### src/rtl/ace_pkg.sv
// ace_pkg: shared types, widths, coefficients and rounding for the color adjuster
// used by every file in rtl/; depends on nothing
package ace_pkg;

	// number format: channels Q1.FRAC_BITS, gains Q2.FRAC_BITS
	localparam int FRAC_BITS = 12;
	localparam int ONE       = 1 << FRAC_BITS;
	localparam int HALF      = ONE / 2;

	localparam int CH_W    = FRAC_BITS + 1;      // channel, 0..2*ONE-1
	localparam int GAIN_W  = FRAC_BITS + 2;      // gain register
	localparam int COEF_W  = FRAC_BITS + 2;      // signed coefficient, holds ONE
	localparam int LUMA_W  = FRAC_BITS + 3;      // signed luma and its partials
	localparam int DIFF_W  = FRAC_BITS + 4;      // channel minus luma
	localparam int SAT_W   = FRAC_BITS + 5;      // after saturation
	localparam int TERM_W  = FRAC_BITS + 8;      // after contrast, matrix terms
	localparam int SUM_W   = FRAC_BITS + 9;      // matrix row sum
	localparam int PROD_W  = 2 * FRAC_BITS + 10; // widest product

	localparam int LANES    = 3;
	localparam int ROWS     = 3;
	localparam int PIPE_LAT = 6;

	// register indexes
	localparam int CFG_IDX_W = 2;
	localparam logic [CFG_IDX_W-1:0] REG_SAT  = 2'd0;
	localparam logic [CFG_IDX_W-1:0] REG_CON  = 2'd1;
	localparam logic [CFG_IDX_W-1:0] REG_MODE = 2'd2;

	// vision modes
	localparam int VM_W = 2;
	localparam logic [VM_W-1:0] VM_NONE   = 2'd0;
	localparam logic [VM_W-1:0] VM_PROTAN = 2'd1;
	localparam logic [VM_W-1:0] VM_DEUTAN = 2'd2;
	localparam logic [VM_W-1:0] VM_TRITAN = 2'd3;

	typedef struct packed {
		logic [CH_W-1:0] red_in;
		logic [CH_W-1:0] green_in;
		logic [CH_W-1:0] blue_in;
		logic [CH_W-1:0] alpha_in;
	} ace_pixel_t;

	typedef struct packed {
		logic [CH_W-1:0] red_out;
		logic [CH_W-1:0] green_out;
		logic [CH_W-1:0] blue_out;
		logic [CH_W-1:0] alpha_out;
	} ace_result_t;

	typedef struct packed {
		logic [GAIN_W-1:0] sat_gain;
		logic [GAIN_W-1:0] con_gain;
		logic [VM_W-1:0]   mode;
	} ace_cfg_t;

	typedef logic signed [COEF_W-1:0] ace_coef_t;
	typedef logic signed [LUMA_W-1:0] ace_luma_t;
	typedef logic signed [TERM_W-1:0] ace_term_t;

	// decimal constant in ten-thousandths, rounded to nearest in signed Q1.FRAC_BITS
	function automatic int coef(input int tenk);
		return (tenk * ONE + 5000) / 10000;
	endfunction

	localparam ace_coef_t LUMA_COEF [LANES] = '{
		ace_coef_t'(coef(2126)), ace_coef_t'(coef(7152)), ace_coef_t'(coef(722))
	};

	// rows are output channels, columns are input channels
	localparam ace_coef_t IDENT_M [ROWS][LANES] = '{
		'{ace_coef_t'(coef(10000)), ace_coef_t'(0), ace_coef_t'(0)},
		'{ace_coef_t'(0), ace_coef_t'(coef(10000)), ace_coef_t'(0)},
		'{ace_coef_t'(0), ace_coef_t'(0), ace_coef_t'(coef(10000))}
	};
	localparam ace_coef_t PROTAN_M [ROWS][LANES] = '{
		'{ace_coef_t'(coef(5670)), ace_coef_t'(coef(4330)), ace_coef_t'(0)},
		'{ace_coef_t'(coef(5580)), ace_coef_t'(coef(4420)), ace_coef_t'(0)},
		'{ace_coef_t'(0), ace_coef_t'(coef(2420)), ace_coef_t'(coef(7580))}
	};
	localparam ace_coef_t DEUTAN_M [ROWS][LANES] = '{
		'{ace_coef_t'(coef(6250)), ace_coef_t'(coef(3750)), ace_coef_t'(0)},
		'{ace_coef_t'(coef(7000)), ace_coef_t'(coef(3000)), ace_coef_t'(0)},
		'{ace_coef_t'(0), ace_coef_t'(coef(3000)), ace_coef_t'(coef(7000))}
	};
	localparam ace_coef_t TRITAN_M [ROWS][LANES] = '{
		'{ace_coef_t'(coef(9500)), ace_coef_t'(coef(500)), ace_coef_t'(0)},
		'{ace_coef_t'(coef(4330)), ace_coef_t'(coef(4750)), ace_coef_t'(coef(920))},
		'{ace_coef_t'(0), ace_coef_t'(coef(4750)), ace_coef_t'(coef(5250))}
	};

	function automatic ace_coef_t mat_coef(input logic [VM_W-1:0] mode,
		input logic [1:0] row, input logic [1:0] col);
		unique case (mode)
			VM_PROTAN: mat_coef = PROTAN_M[row][col];
			VM_DEUTAN: mat_coef = DEUTAN_M[row][col];
			VM_TRITAN: mat_coef = TRITAN_M[row][col];
			default:   mat_coef = IDENT_M[row][col];
		endcase
	endfunction

	// round to nearest, ties upward, then drop the fraction (arithmetic shift = floor)
	function automatic logic signed [PROD_W-1:0] round_q(input logic signed [PROD_W-1:0] p);
		return (p + PROD_W'(HALF)) >>> FRAC_BITS;
	endfunction

endpackage

### src/rtl/ace_lane.sv
// ace_lane: one color channel through luma partial, saturation, contrast
// and its column of the vision matrix; depends on ace_pkg
module ace_lane #(
	parameter int LANE = 0
) (
	input  logic                    clk,
	input  logic [ace_pkg::CH_W-1:0] chan,
	input  ace_pkg::ace_luma_t       luma_sum,
	input  ace_pkg::ace_cfg_t        cfg,
	output ace_pkg::ace_luma_t       luma_part_s1,
	output ace_pkg::ace_term_t       col_s5 [ace_pkg::ROWS]
);
	import ace_pkg::*;

	localparam logic [1:0] COL = 2'(LANE);

	logic [CH_W-1:0]          chan_s1;
	ace_luma_t                luma_s2;
	logic signed [DIFF_W-1:0] diff_s2;
	logic signed [SAT_W-1:0]  sat_s3;
	ace_term_t                con_s4;

	logic signed [PROD_W-1:0] luma_p, sat_p, con_p;
	logic signed [PROD_W-1:0] luma_r, sat_r, con_r;
	logic signed [PROD_W-1:0] mat_p [ROWS];
	logic signed [PROD_W-1:0] mat_r [ROWS];
	logic signed [SAT_W-1:0]  centered;

	always_comb begin
		luma_p   = $signed({1'b0, chan}) * LUMA_COEF[COL];
		luma_r   = round_q(luma_p);
		sat_p    = diff_s2 * $signed({1'b0, cfg.sat_gain});
		sat_r    = round_q(sat_p);
		centered = sat_s3 - SAT_W'(HALF);
		con_p    = centered * $signed({1'b0, cfg.con_gain});
		con_r    = round_q(con_p);
		for (int j = 0; j < ROWS; j++) begin
			mat_p[j] = con_s4 * mat_coef(cfg.mode, 2'(j), COL);
			mat_r[j] = round_q(mat_p[j]);
		end
	end

	always_ff @(posedge clk) begin
		// s1: luma partial product
		chan_s1      <= chan;
		luma_part_s1 <= luma_r[LUMA_W-1:0];
		// s2: distance from luma
		luma_s2      <= luma_sum;
		diff_s2      <= DIFF_W'($signed({1'b0, chan_s1})) - DIFF_W'(luma_sum);
		// s3: saturation
		sat_s3       <= SAT_W'(luma_s2) + sat_r[SAT_W-1:0];
		// s4: contrast about mid-grey
		con_s4       <= con_r[TERM_W-1:0] + TERM_W'(HALF);
		// s5: this channel's column of the matrix
		for (int j = 0; j < ROWS; j++) begin
			col_s5[j] <= mat_r[j][TERM_W-1:0];
		end
	end

endmodule

### config.mk
export PLATFORM = sky130hd
export DESIGN_NAME = ace_lane
export DESIGN_NICKNAME = d
export VERILOG_FILES = /design/src/rtl/ace_pkg.sv /design/src/rtl/ace_lane.sv
export SDC_FILE = /design/constraint.sdc
export NUM_CORES = 2
export LEC_CHECK = 0
export ABC_AREA = 1
export BUFFER_PORTS_ARGS = -buffer_cell sky130_fd_sc_hd__buf_2
export CORE_MARGIN = 1.5
export CORE_UTILIZATION = 50
export DETAILED_ROUTE_END_ITERATION = 8
export MAX_ROUTING_LAYER = met4
export PLACE_DENSITY = 0.76
export SLEW_MARGIN = 30
export SYNTH_ARGS = -nofsm -noshare
export SYNTH_HDL_FRONTEND = slang
export SYNTH_SLANG_ARGS = --single-unit
export TNS_END_PERCENT = 100
### constraint.sdc
create_clock -name clk -period 12.8 [get_ports clk]
set_input_delay 1.28 -clock clk [delete_from_list [all_inputs] [get_ports clk]]
set_output_delay 1.28 -clock clk [all_outputs]
set_load 0.05 [all_outputs]
Word-level counts from Yosys, hierarchy flattened
Index checks and enable logic that the tools add are counted.
- register bits after elaboration: 133
- logic and storage cells: 27
- add/subtract/negate cells: 9
- multiplexer cells: 2
- equality and inequality tests: 3
- $mul: 5
- operators by type and width (cell ; count):
    $add 32x13->32 const B ; 3
    $pmux 13 s3 ; 1
    $pmux 12 s3 ; 1
    $mul 17x15->32 ; 1
    $mul 20x13->32 ; 1
    $mul 20x14->32 ; 1
    $add 29x13->29 const B ; 1
    $mul 16x15->29 ; 1
    $add 23x12->24 const B ; 1
    $mul 13x10->23 const B ; 1
    $add 20x12->20 const B ; 1
    $add 17x17->17 ; 1
    $sub 17x13->17 const B ; 1
    $sub 14x15->16 ; 1
    $eq 2x2->1 const B ; 2
    $eq 2x1->1 const B ; 1

Depth between registers and ports, before layout
- depth after elaboration: 4
- gate-level depth with buffers: 37
- depth with buffers taken out: 36

Worst setup path after synthesis
Ideal clock, no wire load.
- path type: input -> register
- start: in cfg[22] (netlist name)
- end: reg sat_s3[16]
- cell stages on the path: 32
- required time: 12688 ps
- setup slack: 5255 ps
- data arrival time: 7433 ps
- path through: clkbuf_1 > clkbuf_1 > nand2_1 > fa_1 > inv_1 > fa_1 > inv_1 > fa_1 > inv_1 > fa_1 > fa_1 > inv_1 > fa_1 > inv_1 > ha_1 > nand2_1 > inv_1 > nand3_1 > nor3_1 > a21oi_1 > o31ai_1 > xor2_1 > ha_1 > a21oi_1 > o21ai_0 > a21oi_1 > nand3b_1 > a21o_1 > nand2_1 > inv_1 > nand2_1 > nand2_1
- cells in the longest elaborated chain, start to end: 3
- ends and longest elaborated chain (element ; line ; RTL):
    start: declaration ; ace_lane.sv:9 ; input ace_pkg::ace_cfg_t cfg,
    $mul 16x15->29 ; ace_lane.sv:32 ; sat_p = diff_s2 * $signed({1'b0, cfg.sat_gain});
    $add 29x13->29 ; ace_pkg.sv:104 ; return (p + PROD_W'(HALF)) >>> FRAC_BITS;
    $add 17x17->17 ; ace_lane.sv:51 ; sat_s3 <= SAT_W'(luma_s2) + sat_r[SAT_W-1:0];
    end signal: assignment ; ace_lane.sv:51 ;
    end: declaration ; ace_lane.sv:20 ; logic signed [SAT_W-1:0] sat_s3;
No other way between the ends.

==> summary.md <==
| Metric | Value |
|---|---|
| Outcome | complete, no violations |
| RSZ-0062 raised after global routing | false |
| Post-synth top area share | 41.4% |
| Sequential area share after synthesis | 6.59% |
| Layout cell share with drive strength beyond 1 | 4.11% |
| Layout Skew | 17.4 ps |
| Largest net degree at the start of global routing | 24 |
| Worst EP arrival | 8240 ps |
| # setup viols final | 0 |
| Vias in the first global route | 32700 |
| Die width | 287 um |
| Setup_tns | 0 ps |
| Max-slew violation count | 0 |
| Area leader, netlist | fa_1 |
| Via count | 30200 |
| Cells after Synth | 4856 |
| Post-synth EDFFs | 0 |
| Post-DR vias/cell | 5.05 |
| First-pass GRT wire length | 162 mm |
| Routed WL | 96.5 mm |
| Period minus WS final | 7850 ps |
| CTS resizes | 0 |
| Cts hold-fix bufs | 0 |
| Antenna Nets Post-Route | 0 |
| Sinks on Clock Net | 133 |
| Post-synth top cells | inv_1, nand2_1, fa_1, ha_1, nor2_1 |
| Clk Tree Root Cell | clkbuf_16 |
| Starting density of the core | 50.3% |
| Die Y | 287 um |
| MaxCap Viol Count | 0 |
| Synthesis Warnings | 0 |
| Netlist cell types | 52 |
| Worst setup EP type | register |
| Count leader, synth | inv_1 |
| Grt total ovfl | 0 |
| Placer congestion estimate | 0.952 |
| P&R area growth vs syn | 5.15% |
| Port Buffers | 110 |
| Syn_area_per_cell | 8.32 um^2 |
| Io pins | 134 |
| Main flop type after synthesis | dfxtp_1 |
| Tcrit/Tclk final | 61.3% |
| Total CTS buffers | 17 |
| CTS clk-pin slew, worst paths | 60 ps |
| Synthesized flop and latch total | 133 |
| Req. time, crit path | 13190 ps |
| Setup crit start kind | input pin |
| Routed WL per cell | 16.1 um |
| Insertion delay to the later sink of the worst-skew pair | 480 ps |
| CP max FO | 23 |
| DRC | 0 |
| Initial antenna violation count | 3 |
| Crit path kind | input pin to register |
| Area of the mapped netlist | 40400 um^2 |
| Clock buffer depth | 2 |
| # Post-CTS Setup Buffers | 0 |
| Dominant cells by area after synthesis | fa_1, ha_1, inv_1 |
| Drt first pass iters | 6 |
| Slew headroom | 39.0% |
| All-layer global routing usage | 25.5% |
| Site Rows | 104 |
| H-tree Lvls | 4 |
| 1st-iter DRT viols | 1753 |
| Async S/R FF share, synth | 0% |
| Core region area | 80300 um^2 |
| Final Hold Viols | 0 |
| Worst slew pin tran | 916 ps |
| CTS tree | done |
| Worst min-delay path category | register to register |
| DP HPWL | 84.0 mm |
| Fmax achieved | 127 MHz |
| Die ar. | 82500 um^2 |
| NumNets Final | 6315 |
==> sequential cells by signal (all words and copies together) (netlist names) <==
name and flops:
col_s5 40, chan_s1 13, con_s4 20, sat_s3 17, luma_s2 15, diff_s2 16
luma_part_s1 12
==> final timing paths <==
check | from | end | slack, ps | depth (start not counted)
setup / recovery | cfg[0] | col_s5[24] | 4950 | 27
hold / removal | luma_s2[0] | sat_s3[0] | 470 | 1
setup reg to reg | sat_s3[11] | con_s4[19] | 5220 | 32
hold reg to reg | luma_s2[0] | sat_s3[0] | 470 | 1
==> routing by layer <==
layer	global-route usage (%)	wire length (um)	up-vias
li1	-	-	14200
met1	30.8	39200	14900
met2	44.1	48600	932
met3	3.16	5270	195
met4	8.71	3380	0
met5	-	0	-
==> logic make-up (layout without fill, tap and decap cells) <==
| family | count (synthesis) | after routing | share of synthesized area [%] |
|---|---|---|---|
| buffers and inverters | 1582 | 1608 | 14.9 |
| flip-flops | 133 | 133 | 6.59 |
| XOR/XNOR | 145 | 145 | 3.14 |
| AND/OR/NAND/NOR | 1300 | 1300 | 13.0 |
| AO/OA/AOI/OAI | 346 | 346 | 4.94 |
| adder cells (fa/ha/maj) | 1349 | 1349 | 57.3 |
| other | 1 | 40 | 0.00929 |
==> placed cells by master (no fill, tap or decap), drive strengths merged, types with 2 or more instances in the layout <==
master and n:
a21o 20, fa 836, nand3 67, nor3b 2
nor2 198, a31oi 17, o31ai 5, nand4 19
xnor2 45, o21ai 80, clkbuf 19, clkinv 9
nand2 964, a221oi 3, nor3 25, a21oi 165
o21bai 32, clkinvlp 4, dfxtp 133, a211oi 2
conb 39, nand3b 6, xor2 100, and2 2
a21boi 4, o221ai 3, buf 114, nor4 9
or2 7, o211ai 6, o21a 5, ha 513
inv 1461
==> area by class of cell <==
class,instances,area (um^2)
fill,7257,37800
tap,1060,1330
antenna,1,2.50
inverter,1462,5490
timing repair buffer,114,581
clock inverter,13,123
clock buffer,19,453
multi-input combinational,3179,31800
sequential,133,2660
==> critical path, cell delays in order <==
cell and delay [ps]:
buf_2 270, inv_1 190, ha_1 740, clkinv_1 150, buf_4 250, o21ai_1 100
buf_4 290, nor2_1 120, inv_1 80, fa_1 440, fa_1 540, inv_1 50
fa_1 500, inv_1 80, fa_1 490, inv_1 50, fa_1 440, ha_1 290
ha_1 390, a21oi_1 240, inv_1 90, a31oi_1 250, nand2_1 130, a21oi_1 360
inv_1 80, a21oi_1 170, xnor2_1 140
==> per-stage QoR <==
stage,hold slack (ps),area (um^2),util [%],setup WS (ps),cells
after detailed placement,458,41900,52.2,4620,5948
after global placement,462,41900,52.2,4710,5948
after floorplan,432,40500,-,5260,4894
after CTS,475,42500,52.9,5090,5980
after global routing,491,42500,52.9,4590,5981
final,472,42500,52.9,4950,5981
Power is not shown: default switching activity piles up to over one toggle a cycle in this logic, so the estimate is an artifact.
