File: config.mk
export PLATFORM = sky130hd
export DESIGN_NAME = ace_merge
export DESIGN_NICKNAME = d
export VERILOG_FILES = /design/src/rtl/ace_pkg.sv /design/src/rtl/ace_merge.sv
export SDC_FILE = /design/constraint.sdc
export NUM_CORES = 1
export LEC_CHECK = 0
export BUFFER_PORTS_ARGS = -buffer_cell sky130_fd_sc_hd__buf_2
export CAP_MARGIN = 30
export CORE_UTILIZATION = 25
export CTS_CLUSTER_DIAMETER = 40
export DETAILED_ROUTE_END_ITERATION = 10
export MAX_ROUTING_LAYER = met4
export PLACE_DENSITY = 0.44
export SYNTH_ARGS = -nofsm -noshare
export SYNTH_HDL_FRONTEND = slang
export SYNTH_SLANG_ARGS = --single-unit
File: constraint.sdc
create_clock -name clk -period 0.8 [get_ports clk]
set_input_delay 0.16 -clock clk [delete_from_list [all_inputs] [get_ports clk]]
set_output_delay 0.16 -clock clk [all_outputs]
set_load 0.05 [all_outputs]
File: src/rtl/ace_pkg.sv
// ace_pkg: shared types, widths, coefficients and rounding for the color adjuster
// used by every file in rtl/; depends on nothing
package ace_pkg;

	// number format: channels Q1.FRAC_BITS, gains Q2.FRAC_BITS
	localparam int FRAC_BITS = 12;
	localparam int ONE       = 1 << FRAC_BITS;
	localparam int HALF      = ONE / 2;

	localparam int CH_W    = FRAC_BITS + 1;      // channel, 0..2*ONE-1
	localparam int GAIN_W  = FRAC_BITS + 2;      // gain register
	localparam int COEF_W  = FRAC_BITS + 2;      // signed coefficient, holds ONE
	localparam int LUMA_W  = FRAC_BITS + 3;      // signed luma and its partials
	localparam int DIFF_W  = FRAC_BITS + 4;      // channel minus luma
	localparam int SAT_W   = FRAC_BITS + 5;      // after saturation
	localparam int TERM_W  = FRAC_BITS + 8;      // after contrast, matrix terms
	localparam int SUM_W   = FRAC_BITS + 9;      // matrix row sum
	localparam int PROD_W  = 2 * FRAC_BITS + 10; // widest product

	localparam int LANES    = 3;
	localparam int ROWS     = 3;
	localparam int PIPE_LAT = 6;

	// register indexes
	localparam int CFG_IDX_W = 2;
	localparam logic [CFG_IDX_W-1:0] REG_SAT  = 2'd0;
	localparam logic [CFG_IDX_W-1:0] REG_CON  = 2'd1;
	localparam logic [CFG_IDX_W-1:0] REG_MODE = 2'd2;

	// vision modes
	localparam int VM_W = 2;
	localparam logic [VM_W-1:0] VM_NONE   = 2'd0;
	localparam logic [VM_W-1:0] VM_PROTAN = 2'd1;
	localparam logic [VM_W-1:0] VM_DEUTAN = 2'd2;
	localparam logic [VM_W-1:0] VM_TRITAN = 2'd3;

	typedef struct packed {
		logic [CH_W-1:0] red_in;
		logic [CH_W-1:0] green_in;
		logic [CH_W-1:0] blue_in;
		logic [CH_W-1:0] alpha_in;
	} ace_pixel_t;

	typedef struct packed {
		logic [CH_W-1:0] red_out;
		logic [CH_W-1:0] green_out;
		logic [CH_W-1:0] blue_out;
		logic [CH_W-1:0] alpha_out;
	} ace_result_t;

	typedef struct packed {
		logic [GAIN_W-1:0] sat_gain;
		logic [GAIN_W-1:0] con_gain;
		logic [VM_W-1:0]   mode;
	} ace_cfg_t;

	typedef logic signed [COEF_W-1:0] ace_coef_t;
	typedef logic signed [LUMA_W-1:0] ace_luma_t;
	typedef logic signed [TERM_W-1:0] ace_term_t;

	// decimal constant in ten-thousandths, rounded to nearest in signed Q1.FRAC_BITS
	function automatic int coef(input int tenk);
		return (tenk * ONE + 5000) / 10000;
	endfunction

	localparam ace_coef_t LUMA_COEF [LANES] = '{
		ace_coef_t'(coef(2126)), ace_coef_t'(coef(7152)), ace_coef_t'(coef(722))
	};

	// rows are output channels, columns are input channels
	localparam ace_coef_t IDENT_M [ROWS][LANES] = '{
		'{ace_coef_t'(coef(10000)), ace_coef_t'(0), ace_coef_t'(0)},
		'{ace_coef_t'(0), ace_coef_t'(coef(10000)), ace_coef_t'(0)},
		'{ace_coef_t'(0), ace_coef_t'(0), ace_coef_t'(coef(10000))}
	};
	localparam ace_coef_t PROTAN_M [ROWS][LANES] = '{
		'{ace_coef_t'(coef(5670)), ace_coef_t'(coef(4330)), ace_coef_t'(0)},
		'{ace_coef_t'(coef(5580)), ace_coef_t'(coef(4420)), ace_coef_t'(0)},
		'{ace_coef_t'(0), ace_coef_t'(coef(2420)), ace_coef_t'(coef(7580))}
	};
	localparam ace_coef_t DEUTAN_M [ROWS][LANES] = '{
		'{ace_coef_t'(coef(6250)), ace_coef_t'(coef(3750)), ace_coef_t'(0)},
		'{ace_coef_t'(coef(7000)), ace_coef_t'(coef(3000)), ace_coef_t'(0)},
		'{ace_coef_t'(0), ace_coef_t'(coef(3000)), ace_coef_t'(coef(7000))}
	};
	localparam ace_coef_t TRITAN_M [ROWS][LANES] = '{
		'{ace_coef_t'(coef(9500)), ace_coef_t'(coef(500)), ace_coef_t'(0)},
		'{ace_coef_t'(coef(4330)), ace_coef_t'(coef(4750)), ace_coef_t'(coef(920))},
		'{ace_coef_t'(0), ace_coef_t'(coef(4750)), ace_coef_t'(coef(5250))}
	};

	function automatic ace_coef_t mat_coef(input logic [VM_W-1:0] mode,
		input logic [1:0] row, input logic [1:0] col);
		unique case (mode)
			VM_PROTAN: mat_coef = PROTAN_M[row][col];
			VM_DEUTAN: mat_coef = DEUTAN_M[row][col];
			VM_TRITAN: mat_coef = TRITAN_M[row][col];
			default:   mat_coef = IDENT_M[row][col];
		endcase
	endfunction

	// round to nearest, ties upward, then drop the fraction (arithmetic shift = floor)
	function automatic logic signed [PROD_W-1:0] round_q(input logic signed [PROD_W-1:0] p);
		return (p + PROD_W'(HALF)) >>> FRAC_BITS;
	endfunction

endpackage

File: src/rtl/ace_merge.sv
// ace_merge: sums the lanes' matrix terms per output channel, clamps, registers
// depends on ace_pkg
module ace_merge (
	input  logic                     clk,
	input  logic                     arst_n,
	input  logic                     valid_s5,
	input  logic [ace_pkg::CH_W-1:0] alpha_s5,
	input  ace_pkg::ace_term_t       terms [ace_pkg::LANES][ace_pkg::ROWS],
	output ace_pkg::ace_result_t     result,
	output logic                     done
);
	import ace_pkg::*;

	logic signed [SUM_W-1:0] row_sum [ROWS];
	logic [CH_W-1:0]         row_clamp [ROWS];
	logic [CH_W-1:0]         alpha_clamp;
	ace_result_t             result_q;
	logic                    done_q;

	always_comb begin
		for (int j = 0; j < ROWS; j++) begin
			row_sum[j] = SUM_W'(terms[0][j]) + SUM_W'(terms[1][j]) + SUM_W'(terms[2][j]);
			if (row_sum[j] < 0) begin
				row_clamp[j] = '0;
			end else if (row_sum[j] > SUM_W'(ONE)) begin
				row_clamp[j] = CH_W'(ONE);
			end else begin
				row_clamp[j] = row_sum[j][CH_W-1:0];
			end
		end
		alpha_clamp = (alpha_s5 > CH_W'(ONE)) ? CH_W'(ONE) : alpha_s5;
	end

	always_ff @(posedge clk or negedge arst_n) begin
		if (!arst_n) begin
			done_q <= 1'b0;
		end else begin
			done_q <= valid_s5;
		end
	end

	always_ff @(posedge clk) begin
		result_q.red_out   <= row_clamp[0];
		result_q.green_out <= row_clamp[1];
		result_q.blue_out  <= row_clamp[2];
		result_q.alpha_out <= alpha_clamp;
	end

	assign result = result_q;
	assign done   = done_q;

endmodule

# Word level (Yosys, flattened, before mapping)
# Cells that the tools add are included.
[classes]
n_addsub = 6
multipliers = 0
div_mod_pow = 0
n_lt_le_gt_ge = 7
n_eq_ne = 0
n_shift = 0
muxes = 3
bitwise_logic = 0
n_reduce_logical = 3
[ops]
columns = ["operator", "count"]
rows = [
  ["adder 20 x 20 -> 21 bit", 3],
  ["adder 21 x 20 -> 21 bit", 3],
  ["> comparator 21 x 14 -> 1 bit (second input constant)", 3],
  ["< comparator 21 x 1 -> 1 bit (second input constant)", 3],
  ["2-to-1 mux 13 bit", 3],
  ["> comparator 13 bit (second input constant)", 1],
  ["OR reduction 2 bit", 3],
]
[totals]
register_bits = 53
latch_bits = 0
ram_bits = 0
mem_bits_ro = 0
in_bits = 196
output_inout_bits = 53
elab_cells = 27
n_memories = 0

# Longest topological paths before layout
[depth]
ltp_word = 4
ltp_mapped = 16
mapped_depth_nobuf = 14

# Least setup slack after synthesis
# OpenSTA, ideal clock, no wires.
[synth_path]
path_type = "input to register"
from = "input terms[34] (netlist bit)"
to = "register result_q (netlist bit result[29])"
setup_time_ps = 74
arrival_ps = 3300
required_ps = 726
setup_slack_ps = -2574
stages = 12
n_path_buf = 2
cell_sequence = "fa_1 > ha_1 > clkbuf_1 > and4_1 > and4_1 > a22o_1 > or4b_2 > o211ai_1 > xnor2_1 > or3b_1 > buf_6 > nor3b_2"
[synth_between]
elab_chain_len = 3
word_cells_on_any_way = 4
classes_between = "1 x add/sub; 2 x order compare; 1 x reduce/logical"
[synth_rtl]
columns = ["element", "line_no", "text"]
rows = [
  ["from (decl)", "ace_merge.sv:8", "input ace_pkg::ace_term_t terms [ace_pkg::LANES][ace_pkg::ROWS],"],
  ["adder 21 x 20 -> 21 bit *", "ace_merge.sv:22", "row_sum[j] = SUM_W'(terms[0][j]) + SUM_W'(terms[1][j]) + SUM_W'(terms[2][j]);"],
  ["< comparator 21 x 1 -> 1 bit / > comparator 21 x 14 -> 1 bit (equally long branches)", "ace_merge.sv:23, ace_merge.sv:25", ""],
  ["OR reduction 2 bit (no line) *", "-", ""],
  ["to (decl)", "ace_merge.sv:17", "ace_result_t result_q;"],
]
# Every way passes the cells marked *; elsewhere a longest branch is shown, timed or not.
# A chain may end at the register's enable or synchronous reset.

# Worst setup path in the final report
[layout_path]
from = "input terms[6] (netlist bit)"
to = "register result_q (netlist bit result[23])"
[layout_between]
elab_chain_len = 3
word_cells_on_any_way = 4
classes_between = "1 x add/sub; 2 x order compare; 1 x reduce/logical"
[layout_rtl]
columns = ["element", "line_no"]
rows = [
  ["adder 21 x 20 -> 21 bit *", "ace_merge.sv:22"],
  ["< comparator 21 x 1 -> 1 bit / > comparator 21 x 14 -> 1 bit (equally long branches)", "ace_merge.sv:23, ace_merge.sv:25"],
  ["OR reduction 2 bit (no line)", "-"],
]
# Marked as above.

==> flow_summary.toml <==
[status]
status = "finished with violations"
violations = "negative setup slack"

[synth]
synth_seq_area_share_pct = 17.8
syn_area_per_cell_um2 = 9.21
synth_top_area_cell = "fa_1"
synth_top_area_share_pct = 21.1
syn-cell-area_um2 = 5980
synth_edf_count = 0
synth_fp_nets = 965
synth_area_leaders = "fa_1 21%, dfxtp_1 17%, ha_1 12%"
synth_cell_types = 76
ys_ff_latch = 53
synthFlopType = "dfxtp_1"
synth_cells = 649
synth_warnings = 0
synth_async_sr_flop_share_pct = 1.89

[clock_tree]
cts_max_level = 2
numCtsBuffers = 5
clock_tree.buffer_depth = 2
cts_sinks = 53
cts_tree = "done"
cts_root_buf = "clkbuf_16"
clk_pin_slew_worst_paths_ns = 0.07

[power_and_ir_drop]
p_per_area_nw_per_um2 = 1870
total_power_mw = 19.2
p_leak_nw = 4.73
peakVddDrop_mv = 1.24

[route]
drtIter0Drc = 153
routed_wl_um = 17900
num_vias = 6305
viasPerCell = 4.50
wire_per_inst_um = 12.8
drt_pass1_iterations = 4
ant_nets = 0
drc = 0

[setup_path]
crit_path_max_fanout = 6
cp.required_ns = 1.01
criticalPathCategory = "primary input to register"
start_kind = "primary input"
critical_path_arrival_ns = 3.48
cp-end-kind = "register"

[sta]
tightest_slew_ns = 0.474
rsz0062_at_grt = "yes"
fin_crit_sh_pct = 409
setup_viol = 92
fmax_mhz = 305
slew_viol_final = 0
min_period_ns = 3.27
hold_viol_final = 0
slew_headroom_pct = 68.2
fin_ws_ns = -2.47

[placed_design]
dp_cells = 1378
gp_congestion = 0.836
portBuffers = 248
dp_hpwl_um = 15300
pre_cts_ws_ns = -2.75
place_area_um2 = 9030

[floorplanning]
coreArea_um2 = 23500
initial_utilization_pct = 25.5
die_h_um = 157
dieArea_um2 = 24500
io_pins = 249
fp-row-count = 56
die_w_um = 157

[global_routing]
grt_pass1_vias = 6106
grt_max_degree = 18
grt_busiest_layer = "met2"
grt_util_met1_pct = 18.5
grtUsageMet2_pct = 25.1
grt_pass1_wl_um = 28300
grt_use_total_pct = 14.6
grt-ovfl-total = 0
antenna_found_initial = 0
use_met3_pct = 1.99

[cells_and_area]
multi_input_area_um2 = 5180
finish.utilization_pct = 43.7
fillers = 2362
finalNetCount = 1398
num_antenna_cells = 0
drive_gt1_share_pct = 54.5
fin_cells = 1402
final_area_um2 = 10300
seq_area_um2 = 1130
area_delta_synth_final_pct = 71.7

[worst_hold_path]
hold_start = "alpha_s5[5]"
hold_class = "primary input to register"
holdPathStages = 2
min_to = "result[5]"

[flow_run]
maxCapViolCount = 0
-- where the power goes --
part | total (mW) | internal, mW | switching, mW
registers | 2.88 | 2.80 | 0.0854
logic | 13.8 | 7.12 | 6.71
clock network | 2.50 | 1.48 | 1.02
-- cell usage after synthesis, drive strengths merged, types with 4 or more instances --
master and number:
o21ai 33, fa 63, buf 5, nor3b 9, nand2b 5, a211oi 15
nor2 34, a211o 6, nand4 8, clkbuf 13, o211ai 10, a21o 11
nor4bb 5, nor4 5, o31ai 4, nand2 49, dfxtp 52, o21a 7
xnor2 28, xor2 19, and2 4, a21oi 51, inv 29, nor3 25
nor2b 18, a31oi 8, ha 57, and3 12, nand3 10
-- cells by family (layout without fill, tap and decap cells) --
logic type,after synthesis,count (layout),share of synthesized area [%]
simple gates,204,205,18.9
compound gates,174,174,19.4
fa+ha+maj,120,120,33.0
flops,53,53,17.8
xor+xnor,47,47,6.88
buf+inv,47,480,3.26
mux,4,4,0.691
-- routing by layer --
metal	routed length (um)	share of wire [%]
met3	883	4.9
met2	8600	48
met1	8330	46
met5	0	0
met4	124	0.69
-- worst max-delay path, stage by stage --
cell and delay, ns:
buf_2 0.11, fa_1 0.49, ha_1 0.32, o211ai_1 0.35
buf_4 0.18, a21oi_2 0.03, a31oi_2 0.20, mux2_2 0.36
a211o_1 0.29, buf_4 0.15, or4_4 0.56, nor4_2 0.27
-- through the flow --
step	hold slack (ns)	setup TNS [ns]
4_1_cts	0.0597	-94.11
5_1_grt	0.0633	-100.49
3_3_place_gp	-0.0644	-97.04
3_5_place_dp	-0.0643	-98.84
6_report	0.0695	-93.33
2_1_floorplan	-0.136	-86.42
-- placed cells by master (no fill, tap or decap), types with 27 or more instances in the layout --
cell,instances
buf_4,186
dfxtp_2,51
nand2_1,48
fa_1,59
buf_2,192
buf_8,48
a21oi_1,45
nor2_1,34
ha_1,50
xnor2_1,27
o21ai_0,27
-- flip-flops by register name, summed over array words and instances (netlist names) --
register / cells
result: 52
done: 1
-- layout make-up --
class / instances / area share [%]
clock buffers: 5 / 1.22
flip-flops and latches: 53 / 11.0
repair buffers: 443 / 31.9
inverters: 29 / 1.06
multi-input cells: 550 / 50.5
clock inverters: 3 / 0.427
well taps: 319 / 3.89
-- worst max path at each step --
stage / to / slack [ns] / cells after the start / start
after floorplan: result[21] / -2.48 / 13 / terms[1]
after global placement: result[29] / -2.68 / 14 / terms[141]
after detailed placement: result[16] / -2.75 / 13 / terms[1]
after CTS: result[16] / -2.41 / 13 / terms[1]
after global routing: result[23] / -2.65 / 14 / terms[1]
final: result[23] / -2.47 / 12 / terms[6]
-- repair_timing --
action | 4_1_cts | 5_1_grt
endpoints found under the setup margin | 92 | 92
hold buffers | 2 | 0
gates resized for setup | 238 | 39
gates cloned | 1 | 1
buffers inserted | 7 | 6
endpoints found under the hold margin | 2 | 0
pin swaps | 27 | 25
(Power assumes the default switching activity.)
