`src/rtl/ace_pkg.sv`:
```
// ace_pkg: shared types, widths, coefficients and rounding for the color adjuster
// used by every file in rtl/; depends on nothing
package ace_pkg;

	// number format: channels Q1.FRAC_BITS, gains Q2.FRAC_BITS
	localparam int FRAC_BITS = 12;
	localparam int ONE       = 1 << FRAC_BITS;
	localparam int HALF      = ONE / 2;

	localparam int CH_W    = FRAC_BITS + 1;      // channel, 0..2*ONE-1
	localparam int GAIN_W  = FRAC_BITS + 2;      // gain register
	localparam int COEF_W  = FRAC_BITS + 2;      // signed coefficient, holds ONE
	localparam int LUMA_W  = FRAC_BITS + 3;      // signed luma and its partials
	localparam int DIFF_W  = FRAC_BITS + 4;      // channel minus luma
	localparam int SAT_W   = FRAC_BITS + 5;      // after saturation
	localparam int TERM_W  = FRAC_BITS + 8;      // after contrast, matrix terms
	localparam int SUM_W   = FRAC_BITS + 9;      // matrix row sum
	localparam int PROD_W  = 2 * FRAC_BITS + 10; // widest product

	localparam int LANES    = 3;
	localparam int ROWS     = 3;
	localparam int PIPE_LAT = 6;

	// register indexes
	localparam int CFG_IDX_W = 2;
	localparam logic [CFG_IDX_W-1:0] REG_SAT  = 2'd0;
	localparam logic [CFG_IDX_W-1:0] REG_CON  = 2'd1;
	localparam logic [CFG_IDX_W-1:0] REG_MODE = 2'd2;

	// vision modes
	localparam int VM_W = 2;
	localparam logic [VM_W-1:0] VM_NONE   = 2'd0;
	localparam logic [VM_W-1:0] VM_PROTAN = 2'd1;
	localparam logic [VM_W-1:0] VM_DEUTAN = 2'd2;
	localparam logic [VM_W-1:0] VM_TRITAN = 2'd3;

	typedef struct packed {
		logic [CH_W-1:0] red_in;
		logic [CH_W-1:0] green_in;
		logic [CH_W-1:0] blue_in;
		logic [CH_W-1:0] alpha_in;
	} ace_pixel_t;

	typedef struct packed {
		logic [CH_W-1:0] red_out;
		logic [CH_W-1:0] green_out;
		logic [CH_W-1:0] blue_out;
		logic [CH_W-1:0] alpha_out;
	} ace_result_t;

	typedef struct packed {
		logic [GAIN_W-1:0] sat_gain;
		logic [GAIN_W-1:0] con_gain;
		logic [VM_W-1:0]   mode;
	} ace_cfg_t;

	typedef logic signed [COEF_W-1:0] ace_coef_t;
	typedef logic signed [LUMA_W-1:0] ace_luma_t;
	typedef logic signed [TERM_W-1:0] ace_term_t;

	// decimal constant in ten-thousandths, rounded to nearest in signed Q1.FRAC_BITS
	function automatic int coef(input int tenk);
		return (tenk * ONE + 5000) / 10000;
	endfunction

	localparam ace_coef_t LUMA_COEF [LANES] = '{
		ace_coef_t'(coef(2126)), ace_coef_t'(coef(7152)), ace_coef_t'(coef(722))
	};

	// rows are output channels, columns are input channels
	localparam ace_coef_t IDENT_M [ROWS][LANES] = '{
		'{ace_coef_t'(coef(10000)), ace_coef_t'(0), ace_coef_t'(0)},
		'{ace_coef_t'(0), ace_coef_t'(coef(10000)), ace_coef_t'(0)},
		'{ace_coef_t'(0), ace_coef_t'(0), ace_coef_t'(coef(10000))}
	};
	localparam ace_coef_t PROTAN_M [ROWS][LANES] = '{
		'{ace_coef_t'(coef(5670)), ace_coef_t'(coef(4330)), ace_coef_t'(0)},
		'{ace_coef_t'(coef(5580)), ace_coef_t'(coef(4420)), ace_coef_t'(0)},
		'{ace_coef_t'(0), ace_coef_t'(coef(2420)), ace_coef_t'(coef(7580))}
	};
	localparam ace_coef_t DEUTAN_M [ROWS][LANES] = '{
		'{ace_coef_t'(coef(6250)), ace_coef_t'(coef(3750)), ace_coef_t'(0)},
		'{ace_coef_t'(coef(7000)), ace_coef_t'(coef(3000)), ace_coef_t'(0)},
		'{ace_coef_t'(0), ace_coef_t'(coef(3000)), ace_coef_t'(coef(7000))}
	};
	localparam ace_coef_t TRITAN_M [ROWS][LANES] = '{
		'{ace_coef_t'(coef(9500)), ace_coef_t'(coef(500)), ace_coef_t'(0)},
		'{ace_coef_t'(coef(4330)), ace_coef_t'(coef(4750)), ace_coef_t'(coef(920))},
		'{ace_coef_t'(0), ace_coef_t'(coef(4750)), ace_coef_t'(coef(5250))}
	};

	function automatic ace_coef_t mat_coef(input logic [VM_W-1:0] mode,
		input logic [1:0] row, input logic [1:0] col);
		unique case (mode)
			VM_PROTAN: mat_coef = PROTAN_M[row][col];
			VM_DEUTAN: mat_coef = DEUTAN_M[row][col];
			VM_TRITAN: mat_coef = TRITAN_M[row][col];
			default:   mat_coef = IDENT_M[row][col];
		endcase
	endfunction

	// round to nearest, ties upward, then drop the fraction (arithmetic shift = floor)
	function automatic logic signed [PROD_W-1:0] round_q(input logic signed [PROD_W-1:0] p);
		return (p + PROD_W'(HALF)) >>> FRAC_BITS;
	endfunction

endpackage

```
`src/rtl/ace_regs.sv`:
```
// ace_regs: configuration register file (saturation, contrast, vision mode)
// depends on ace_pkg
module ace_regs (
	input  logic                         clk,
	input  logic                         arst_n,
	input  logic                         cfg_valid,
	input  logic [ace_pkg::CFG_IDX_W-1:0] cfg_index,
	input  logic [ace_pkg::GAIN_W-1:0]    cfg_data,
	output ace_pkg::ace_cfg_t             cfg
);
	import ace_pkg::*;

	ace_cfg_t cfg_q;

	always_ff @(posedge clk or negedge arst_n) begin
		if (!arst_n) begin
			cfg_q.sat_gain <= GAIN_W'(ONE);
			cfg_q.con_gain <= GAIN_W'(ONE);
			cfg_q.mode     <= VM_NONE;
		end else if (cfg_valid) begin
			unique case (cfg_index)
				REG_SAT:  cfg_q.sat_gain <= cfg_data;
				REG_CON:  cfg_q.con_gain <= cfg_data;
				REG_MODE: cfg_q.mode     <= cfg_data[VM_W-1:0];
				default: ; // unused index, write dropped
			endcase
		end
	end

	assign cfg = cfg_q;

endmodule

```
`config.mk`:
```
export PLATFORM = sky130hd
export DESIGN_NAME = ace_regs
export DESIGN_NICKNAME = d
export VERILOG_FILES = /design/src/rtl/ace_pkg.sv /design/src/rtl/ace_regs.sv
export SDC_FILE = /design/constraint.sdc
export NUM_CORES = 1
export LEC_CHECK = 0
export BUFFER_PORTS_ARGS = -buffer_cell sky130_fd_sc_hd__buf_2
export CORE_MARGIN = 3
export CORE_UTILIZATION = 46
export DETAILED_ROUTE_END_ITERATION = 8
export HOLD_SLACK_MARGIN = 0.08
export PLACE_DENSITY = 0.82
export SYNTH_ARGS = -nofsm -noshare
export SYNTH_HDL_FRONTEND = slang
export SYNTH_SLANG_ARGS = --single-unit
```
`constraint.sdc`:
```
create_clock -name clk -period 0.81 [get_ports clk]
set_input_delay 0.0405 -clock clk [delete_from_list [all_inputs] [get_ports clk]]
set_output_delay 0.0405 -clock clk [all_outputs]
set_load 0.02 [all_outputs]
```
Yosys cells after proc, flatten, opt, wreduce, memory -nomap -nowiden. Cells that the tools add are included.

Logic and storage cells: 9. Input bits: 19. Bits in registers: 30. Output and inout bits: 30.

Equality and inequality tests: 2. Reductions and logical operators: 4.

Operator list (number): $reduce_and 2->1 (3); $eq 2x1->1 const B (1); $eq 2x2->1 const B (1); $logic_not 2->1 (1).

Depth between registers and ports, before layout. Gate-level depths: netlist of run 1.

Depth after elaboration: 2. Mapped depth: 3. Mapped depth without buffers: 2.

Worst setup path after synthesis of run 1. OpenSTA, ideal clock, no wires.

Path type: in2reg. Start: input cfg_index[1] (netlist name). End: register cfg_q (netlist bit cfg[16]). Arrival: 0.813 ns. Slack: -0.128 ns. Library setup time: 0.125 ns. Path buffers: 1. Cell stages on the path: 3. Required time: 0.685 ns. Cell sequence: nor3b_4 -> buf_6 -> mux2_2.

Longest elaborated chain between the ends: 2.

Ends and longest elaborated chain: start, declared (line ace_regs.sv:7) `input logic [ace_pkg::CFG_IDX_W-1:0] cfg_index,`; $logic_not 2->1 (line ace_regs.sv:21) `unique case (cfg_index)`; $reduce_and 2->1 (no source line); end, declared (line ace_regs.sv:13) `ace_cfg_t cfg_q;`.

Every way passes these cells. A chain may end at the register's enable or synchronous reset.

Final worst setup path of run 1.
Start: register cfg_q (netlist bit cfg[14]). End: output cfg[14] (netlist name).

RTL lines: end, declared (line ace_regs.sv:9) `output ace_pkg::ace_cfg_t cfg`.

No word-level cell between the ends.

==> results_dict.tcl, run 1 <==
set metrics [dict create \
    outcome "finished with violations" \
    violations "negative setup slack" \
    critPathMaxStageDelay_ns 0.55 \
    startpoint "cfg[14]" \
    tightest_slew_ns 0.298 \
    ys_types 8 \
    clock_latency_ns 0.32 \
    hold_violations 0 \
    routed_wl_mm 2.90 \
    dieArea_mm2 0.00315 \
    cpMaxStageDelayCell "dfstp_2" \
    crit_path_end_kind "primary output" \
    drt-pass1-iter-count 2 \
    post-route-util 0.879 \
    ys_seq_area_frac 0.652 \
    avgSynthCellArea_um2 17.8 \
    via_count 854 \
    final_common_cell "buf_6" \
    setup_tns_ns -4.05 \
    chipHeight_um 56.1 \
    first_iter_violations 22 \
    layout.filler_cells 102 \
    drive_above_1_share 0.829 \
    crit_arrival_ns 0.99 \
    grt_overflow 0 \
    first_global_vias 1002 \
    crit_required_ns 0.77 \
    syn_area_mm2 0.00116 \
    final_cells 174 \
    area_delta_synth_final_pct 74.6 \
    core-area_mm2 0.00230 \
    worst_clock_skew_ns 0 \
    crit_buf_inv 1 \
    numCtsBuffers 5 \
    ir_drop_mv 1.81 \
    fin_ws_ns -0.217 \
    crit_family "flip-flops" \
    hold_class "in2async" \
    grt_usage 0.200 \
    min_period_ns 1.03 \
    initial_core_util 0.503 \
    antenna_found_initial 0 \
    yosys_register_bits 30 \
    dp.cells 144 \
    postRouteAntennaNets 0 \
    synth_nets 84 \
    port_buffers 48 \
    cts_tree "yes" \
    grt_pass1_wl_mm 4.86 \
    ys_warn_count 0 \
    fin_area_mm2 0.00202 \
    post-dp-hpwl_mm 1.71 \
    r2r_slack_ns -0.11 \
    diodes 0 \
    startpoint_type "flip-flop" \
    clkSinkCount 30 \
    die_w_um 56.1 \
    gp_congestion 0.704 \
    fmax_mhz 974 \
    fin_total_pwr_uw 4900 \
    clk_pin_slew_worst_paths_ns 0.11 \
    setup_viol 37 \
    via_per_inst 4.91 \
    period_share 1.27 \
    wl_per_cell_um 16.7 \
    cts.htree.levels 2 \
    synthCells 65 \
    ctsLongestPathBuffers 2 \
    r2r_cells 2 \
    placed_area_mm2 0.00153 \
    grt_max_degree 15 \
    powerDensity_mw_per_mm2 2430 \
    path_class "reg2out" \
    nets 164 \
    rr_startpoint "cfg[5]" \
    p_leak_uw 0.000976 \
    row_count 17 \
    crit_fanout 2 \
    slew-limit-headroom 0.801 \
    largest_reg_flops 30 \
    worstPathCellList "buf_6" \
    rsz0062_at_grt "yes" \
    ioPinCount 49 \
    timing.rr.end "cfg[5]" \
    drc_errors 0 \
    cts-root-buf "clkbuf_4" \
    final_cell_mix "buf_6, dfrtp_2, buf_2" \
    max_cap_viol_count 0 \
    slew_violations 0 \
]
worst max-delay path by stage:
stage	end	slack, ns	depth (start not counted)
floorplan	cfg[16]	-0.13	3
global placement	cfg[25]	-0.20	4
detailed placement	cfg[27]	-0.22	4
CTS	cfg[28]	-0.22	1
global route	cfg[14]	-0.25	1
finish	cfg[14]	-0.22	1
report_power, final:
group | internal [uW] | total (uW) | leakage (uW) | switching, uW
Sequential | 1830 | 2060 | 0.000333 | 231
Combinational | 1030 | 1720 | 0.000599 | 690
Clock | 593 | 1110 | 0.0000446 | 521
cell families (layout without fill, tap and decap cells):
family        Yosys count  after routing  share of synthesized area
buf+inv                 2             83                     0.0162
flops                  30             30                      0.652
mux                    30             30                      0.292
simple gates            3              3                     0.0400
routing by layer:
layer	vias up	track usage	wire length [um]
met4	0	0.0610	32
met2	40	0.312	1450
met3	4	0.0766	241
met1	420	0.257	1180
li1	390	-	-
met5	-	0	0
worst register-to-register path: stages, from the launching register on:
cell and delay [ns]:
dfrtp_2 0.44, buf_6 0.12, mux2_4 0.25
layout make-up:
type                            count  area (um^2)  share of cell area
Clock buffer                        8         78.8              0.0391
Multi-Input combinational cell     33          440               0.218
Sequential cell                    30          777               0.385
Tap cell                           28         35.0              0.0174
Timing Repair Buffer               75          687               0.340
synth_stat cells:
cell      number  area [um^2]
dfstp_2        2         52.6
nand3b_1       1         7.51
buf_4          1         7.51
nand3b_4       1         20.0
dfrtp_1       28          701
buf_6          1         11.3
mux2_2        30          338
nor3b_4        1         18.8
repair_timing:
item,4_1_cts,5_1_grt
gates resized for setup,63,2
setup endpoints to repair,30,39
hold endpoints to repair,60,0
hold buffers,15,0
buffers inserted,6,1
metrics by stage:
step / hold slack, ns / setup WS [ns]
after CTS: 0.102 / -0.217
after global routing: 0.110 / -0.252
after global placement: -0.0828 / -0.201
after floorplan: -0.255 / -0.128
final: 0.106 / -0.217
after detailed placement: -0.0767 / -0.224
Power figures use the tool's default switching activity.
==> run 2: changes to the inputs <==
--- a/config.mk
+++ b/config.mk
@@ -5,10 +5,12 @@
 export SDC_FILE = /design/constraint.sdc
 export NUM_CORES = 1
 export LEC_CHECK = 0
+export ABC_CLOCK_PERIOD_IN_PS = 810
 export BUFFER_PORTS_ARGS = -buffer_cell sky130_fd_sc_hd__buf_2
 export CORE_MARGIN = 3
 export CORE_UTILIZATION = 46
 export DETAILED_ROUTE_END_ITERATION = 8
+export GPL_TIMING_DRIVEN = 0
 export HOLD_SLACK_MARGIN = 0.08
 export PLACE_DENSITY = 0.82
 export SYNTH_ARGS = -nofsm -noshare
==> run 2 against run 1 <==
The flow still finishes with violations (negative setup slack); non-clock buffer count decreased by 1; largest cell class unchanged; sequential share of layout area decreased by 0.14 points; global-route usage fell by 0.34 points; flip-flop and latch count did not move; clock power is 5% higher; register-to-register slack worse by 0.02 ns; utilization increased by 0.33 points; die area unchanged; hold slack gained 0.045 ns; total power is 1.7% higher; routed wire length rose by 4.9%.
==> results_dict.tcl, run 2 (synthesis gave the netlist of run 1 again) <==
set metrics [dict create \
    outcome "finished with violations" \
    violations "negative setup slack" \
    drc_errors 0 \
    slew_violations 0 \
    fmax_mhz 973 \
    worstPathCellList "buf_6" \
    drt-pass1-iter-count 4 \
    crit_required_ns 0.77 \
    ctsLongestPathBuffers 2 \
    tightest_slew_ns 0.394 \
    min_period_ns 1.03 \
    post-dp-hpwl_mm 1.61 \
    p_int_uw 3520 \
    routed_wl_mm 3.04 \
    post-route-util 0.882 \
    critPathMaxStageDelay_ns 0.55 \
    p_sw_uw 1470 \
    die_w_um 56.1 \
    largest_reg_flops 30 \
    max_cap_viol_count 0 \
    clock_latency_ns 0.31 \
    dieArea_mm2 0.00315 \
    wl_per_cell_um 17.5 \
    rsz0062_at_grt "yes" \
    setup_viol 39 \
    gp_congestion 0.695 \
    period_share 1.27 \
    cpMaxStageDelayCell "dfstp_2" \
    crit_path_end_kind "primary output" \
    grt_usage 0.196 \
    crit_buf_inv 1 \
    p_clk_frac 0.235 \
    clkSinkCount 30 \
    grt_overflow 0 \
    ir_drop_mv 1.80 \
    clk_pin_slew_worst_paths_ns 0.11 \
    startpoint_type "flip-flop" \
    ioPinCount 49 \
    final_common_cell "buf_6" \
    hold_violations 0 \
    pwr-share-comb 0.350 \
    area_delta_synth_final_pct 75.2 \
    worst_clock_skew_ns 0 \
    first_global_vias 930 \
    numCtsBuffers 5 \
    grt_max_degree 31 \
    holdWs_ns 0.151 \
    crit_arrival_ns 0.99 \
    powerDensity_mw_per_mm2 2460 \
    via_per_inst 4.93 \
    postRouteAntennaNets 0 \
    antenna_found_initial 1 \
    chipHeight_um 56.1 \
    core-area_mm2 0.00230 \
    place_ws_ns -0.413 \
    grt_pass1_wl_mm 4.67 \
    cts.htree.levels 2 \
    crit_family "flip-flops" \
    final_cell_mix "buf_6, dfrtp_2, buf_2" \
    initial_core_util 0.503 \
    drive_above_1_share 0.828 \
    hold_class "in2reg" \
    switching_share 0.294 \
    port_buffers 48 \
    first_iter_violations 26 \
    crit_fanout 2 \
    cts_tree "yes" \
    via_count 858 \
    fin_total_pwr_uw 4980 \
    pwr-share-seq 0.415 \
    nets 163 \
    fin_ws_ns -0.218 \
    p_leak_uw 0.000976 \
    slew-limit-headroom 0.737 \
    cts-root-buf "clkbuf_4" \
    row_count 17 \
    path_class "reg2out" \
]
## run 2: cell types whose count changed in the layout (fill, tap and decap cells not counted)
cell / previous run / this run
bufinv_16: 0 / 1
clkinv_2: 0 / 2
buf_4: 7 / 3
clkbuf_8: 3 / 0
buf_6: 35 / 38
diode_2: 0 / 1
buf_2: 18 / 17
clkbuf_4: 5 / 6
## run 2: layer usage
metal | global-route usage | part of all wire
met1 | 0.246 | 0.41
met4 | 0.0508 | 0.0053
met5 | 0 | 0
met3 | 0.0626 | 0.074
met2 | 0.327 | 0.51
## run 2: worst paths after layout
kind	cells past startpoint	to	slack, ns	start
max in group asynchronous	2	cfg[14]	0.27	arst_n
worst max-delay path	1	cfg[14]	-0.22	cfg[14]
worst min register to register	1	cfg[24]	0.54	cfg[24]
min in group asynchronous	2	cfg[5]	0.21	arst_n
worst min-delay path	3	cfg[4]	0.15	cfg_valid
worst max register to register	2	cfg[6]	-0.13	cfg[6]
## run 2: cell type report
cell class                 instances  area (um^2)
timing repair buffer              72          671
sequential                        30          777
buffer                             2         22.5
antenna                            1         2.50
multi-input combinational         33          440
clock inverter                     3         40.0
tap                               28         35.0
clock buffer                       5         37.5
fill                              95          272
## run 2: stage by stage
| stage | setup TNS [ns] | cell area (um^2) | instances |
|---|---|---|---|
| detailed placement | -6.98 | 1520 | 141 |
| CTS | -4.01 | 1990 | 171 |
| floorplan | -1.28 | 1240 | 65 |
| global placement | -6.37 | 1520 | 141 |
| global route | -5.56 | 2030 | 174 |
| finish | -4.15 | 2030 | 174 |
## run 2: what timing repair did
item | 4_1_cts | 5_1_grt
hold endpoints to repair | 58 | 0
setup buffers | 7 | 2
hold buffers | 15 | 0
resized for setup | 63 | 4
pin swaps | 0 | 0
setup endpoints to repair | 40 | 59
## run 2: power by group through the flow
stage | clock network (uW) | registers (uW) | logic [uW]
6_report | 1170 | 2070 | 1750
5_1_grt | 1270 | 2110 | 1830
4_1_cts | 1180 | 2040 | 1670
3_5_place_dp | 0 | 1990 | 1180
3_3_place_gp | 0 | 1980 | 1160
2_1_floorplan | 0 | 2360 | 382
==> run 3: changes to the inputs <==
--- a/config.mk
+++ b/config.mk
@@ -13,6 +13,7 @@
 export GPL_TIMING_DRIVEN = 0
 export HOLD_SLACK_MARGIN = 0.08
 export PLACE_DENSITY = 0.82
+export SKIP_LAST_GASP = 1
 export SYNTH_ARGS = -nofsm -noshare
 export SYNTH_HDL_FRONTEND = slang
 export SYNTH_SLANG_ARGS = --single-unit
==> run 3 against run 2 <==
Maximum frequency is 0.16% lower; critical path type unchanged; worst setup slack worse by 0.0017 ns; critical endpoint unchanged; largest cell class unchanged; highest routed layer unchanged; sequential share of layout area increased by 0.19 points; flip-flop and latch count is the same; the flow still finishes with violations (negative setup slack); utilization is 0.44 points lower.
==> results_dict.tcl, run 3 (synthesis gave the netlist of run 1 again) <==
set metrics [dict create \
    outcome "finished with violations" \
    violations "negative setup slack" \
    grt_overflow 0 \
    dieArea_mm2 0.00315 \
    post-dp-hpwl_mm 1.61 \
    max_cap_viol_count 0 \
    rsz0062_at_grt "yes" \
    die_w_um 56.1 \
    worst_clock_skew_ns 0 \
    hold_violations 0 \
    placed_area_mm2 0.00152 \
    startpoint_type "flip-flop" \
    path_class "reg2out" \
    timing.rr.end "cfg[11]" \
    postRouteAntennaNets 0 \
    hold_class "in2reg" \
    first_iter_violations 19 \
    first_global_vias 934 \
    core-area_mm2 0.00230 \
    p_leak_uw 0.000973 \
    worstHoldStart "cfg_valid" \
    drive_above_1_share 0.826 \
    fin_area_mm2 0.00202 \
    period_share 1.27 \
    r2r_cells 2 \
    area_delta_synth_final_pct 74.4 \
    wl_per_cell_um 17.0 \
    fmax_mhz 972 \
    ir_drop_mv 2.08 \
    hold_path_end "cfg[4]" \
    crit_required_ns 0.77 \
    r2r_slack_ns -0.10 \
    nets 162 \
    hold_depth 3 \
    via_per_inst 4.93 \
    worstPathCellList "buf_6" \
    powerDensity_mw_per_mm2 2470 \
    diodes 0 \
    min_period_ns 1.03 \
    drt-pass1-iter-count 4 \
    routed_wl_mm 2.93 \
    numCtsBuffers 5 \
    crit_fanout 2 \
    cts-root-buf "clkbuf_4" \
    final_cell_mix "buf_6, dfrtp_2, buf_2" \
    critPathMaxStageDelay_ns 0.55 \
    crit_family "flip-flops" \
    chipHeight_um 56.1 \
    cts_tree "yes" \
    gp_congestion 0.695 \
    via_count 848 \
    grt_pass1_wl_mm 4.58 \
    setup_viol 38 \
    crit_buf_inv 1 \
    row_count 17 \
    largest_reg_flops 30 \
    ctsLongestPathBuffers 2 \
    slew-limit-headroom 0.735 \
    crit_path_end_kind "primary output" \
    setup_tns_ns -4.26 \
    clk_pin_slew_worst_paths_ns 0.12 \
    tightest_slew_ns 0.397 \
    antenna_found_initial 0 \
    slew_violations 0 \
    rr_startpoint "cfg[11]" \
    clock_latency_ns 0.31 \
    grt_max_degree 31 \
    drc_errors 0 \
    port_buffers 48 \
    initial_core_util 0.503 \
    crit_arrival_ns 0.99 \
    ioPinCount 49 \
    grt_usage 0.190 \
    fin_ws_ns -0.219 \
    cts.htree.levels 2 \
    clkSinkCount 30 \
    cpMaxStageDelayCell "dfstp_2" \
    final_common_cell "buf_6" \
]
-- run 3: changes by cell type in the layout (fill, tap and decap cells not counted) --
cell / change
buf_6: -1
mux2_4: +1
mux2_2: -1
diode_2: -1
-- run 3: final cells by class --
type / count / area, um^2
tap: 28 / 35.0
timing repair buffer: 71 / 659
fill: 95 / 282
multi-input combinational: 33 / 444
clock buffer: 5 / 37.5
buffer: 2 / 22.5
clock inverter: 3 / 40.0
sequential: 30 / 777
-- run 3: routing by layer --
layer	wire (um)	share of wire	GRT usage	vias to the layer above
met5	0	0	0	-
met4	39	0.013	0.0610	0
met1	1200	0.41	0.238	411
met3	233	0.080	0.0580	7
met2	1450	0.50	0.312	40
li1	-	-	-	390
-- run 3: worst reg2reg max path, stage by stage (launching register included) --
cell	delay [ns]
dfrtp_2	0.44
buf_6	0.12
mux2_4	0.24
-- run 3: worst max-delay path by stage --
stage / startpoint / to / slack (ns) / cells after the start
floorplan: cfg_index[1] / cfg[16] / -0.13 / 3
global placement: cfg_index[1] / cfg[19] / -0.38 / 4
detailed placement: cfg_index[1] / cfg[19] / -0.41 / 4
CTS: cfg[28] / cfg[28] / -0.22 / 1
global route: cfg[14] / cfg[14] / -0.26 / 1
finish: cfg[14] / cfg[14] / -0.22 / 1
-- run 3: report_power, final --
| group | total (uW) | switching [uW] | internal, uW |
|---|---|---|---|
| Sequential | 2060 | 235 | 1830 |
| Clock | 1190 | 555 | 640 |
| Combinational | 1720 | 683 | 1030 |
-- run 3: stage by stage --
step	hold WS [ns]	setup WS, ns	utilization	total power [uW]	cells
finish	0.136	-0.219	0.877	4980	172
global route	0.139	-0.257	0.877	5180	172
CTS	0.145	-0.222	0.863	4870	171
detailed placement	0.0999	-0.413	0.660	3180	141
global placement	0.0959	-0.378	0.660	3140	141
floorplan	-0.255	-0.128	-	2740	65
-- run 3: repair_timing --
action	4_1_cts	5_1_grt
cloned	0	0
resized for setup	60	7
buffers inserted	7	1
setup endpoints to repair	40	57
hold buffers	15	0
endpoints found under the hold margin	58	0
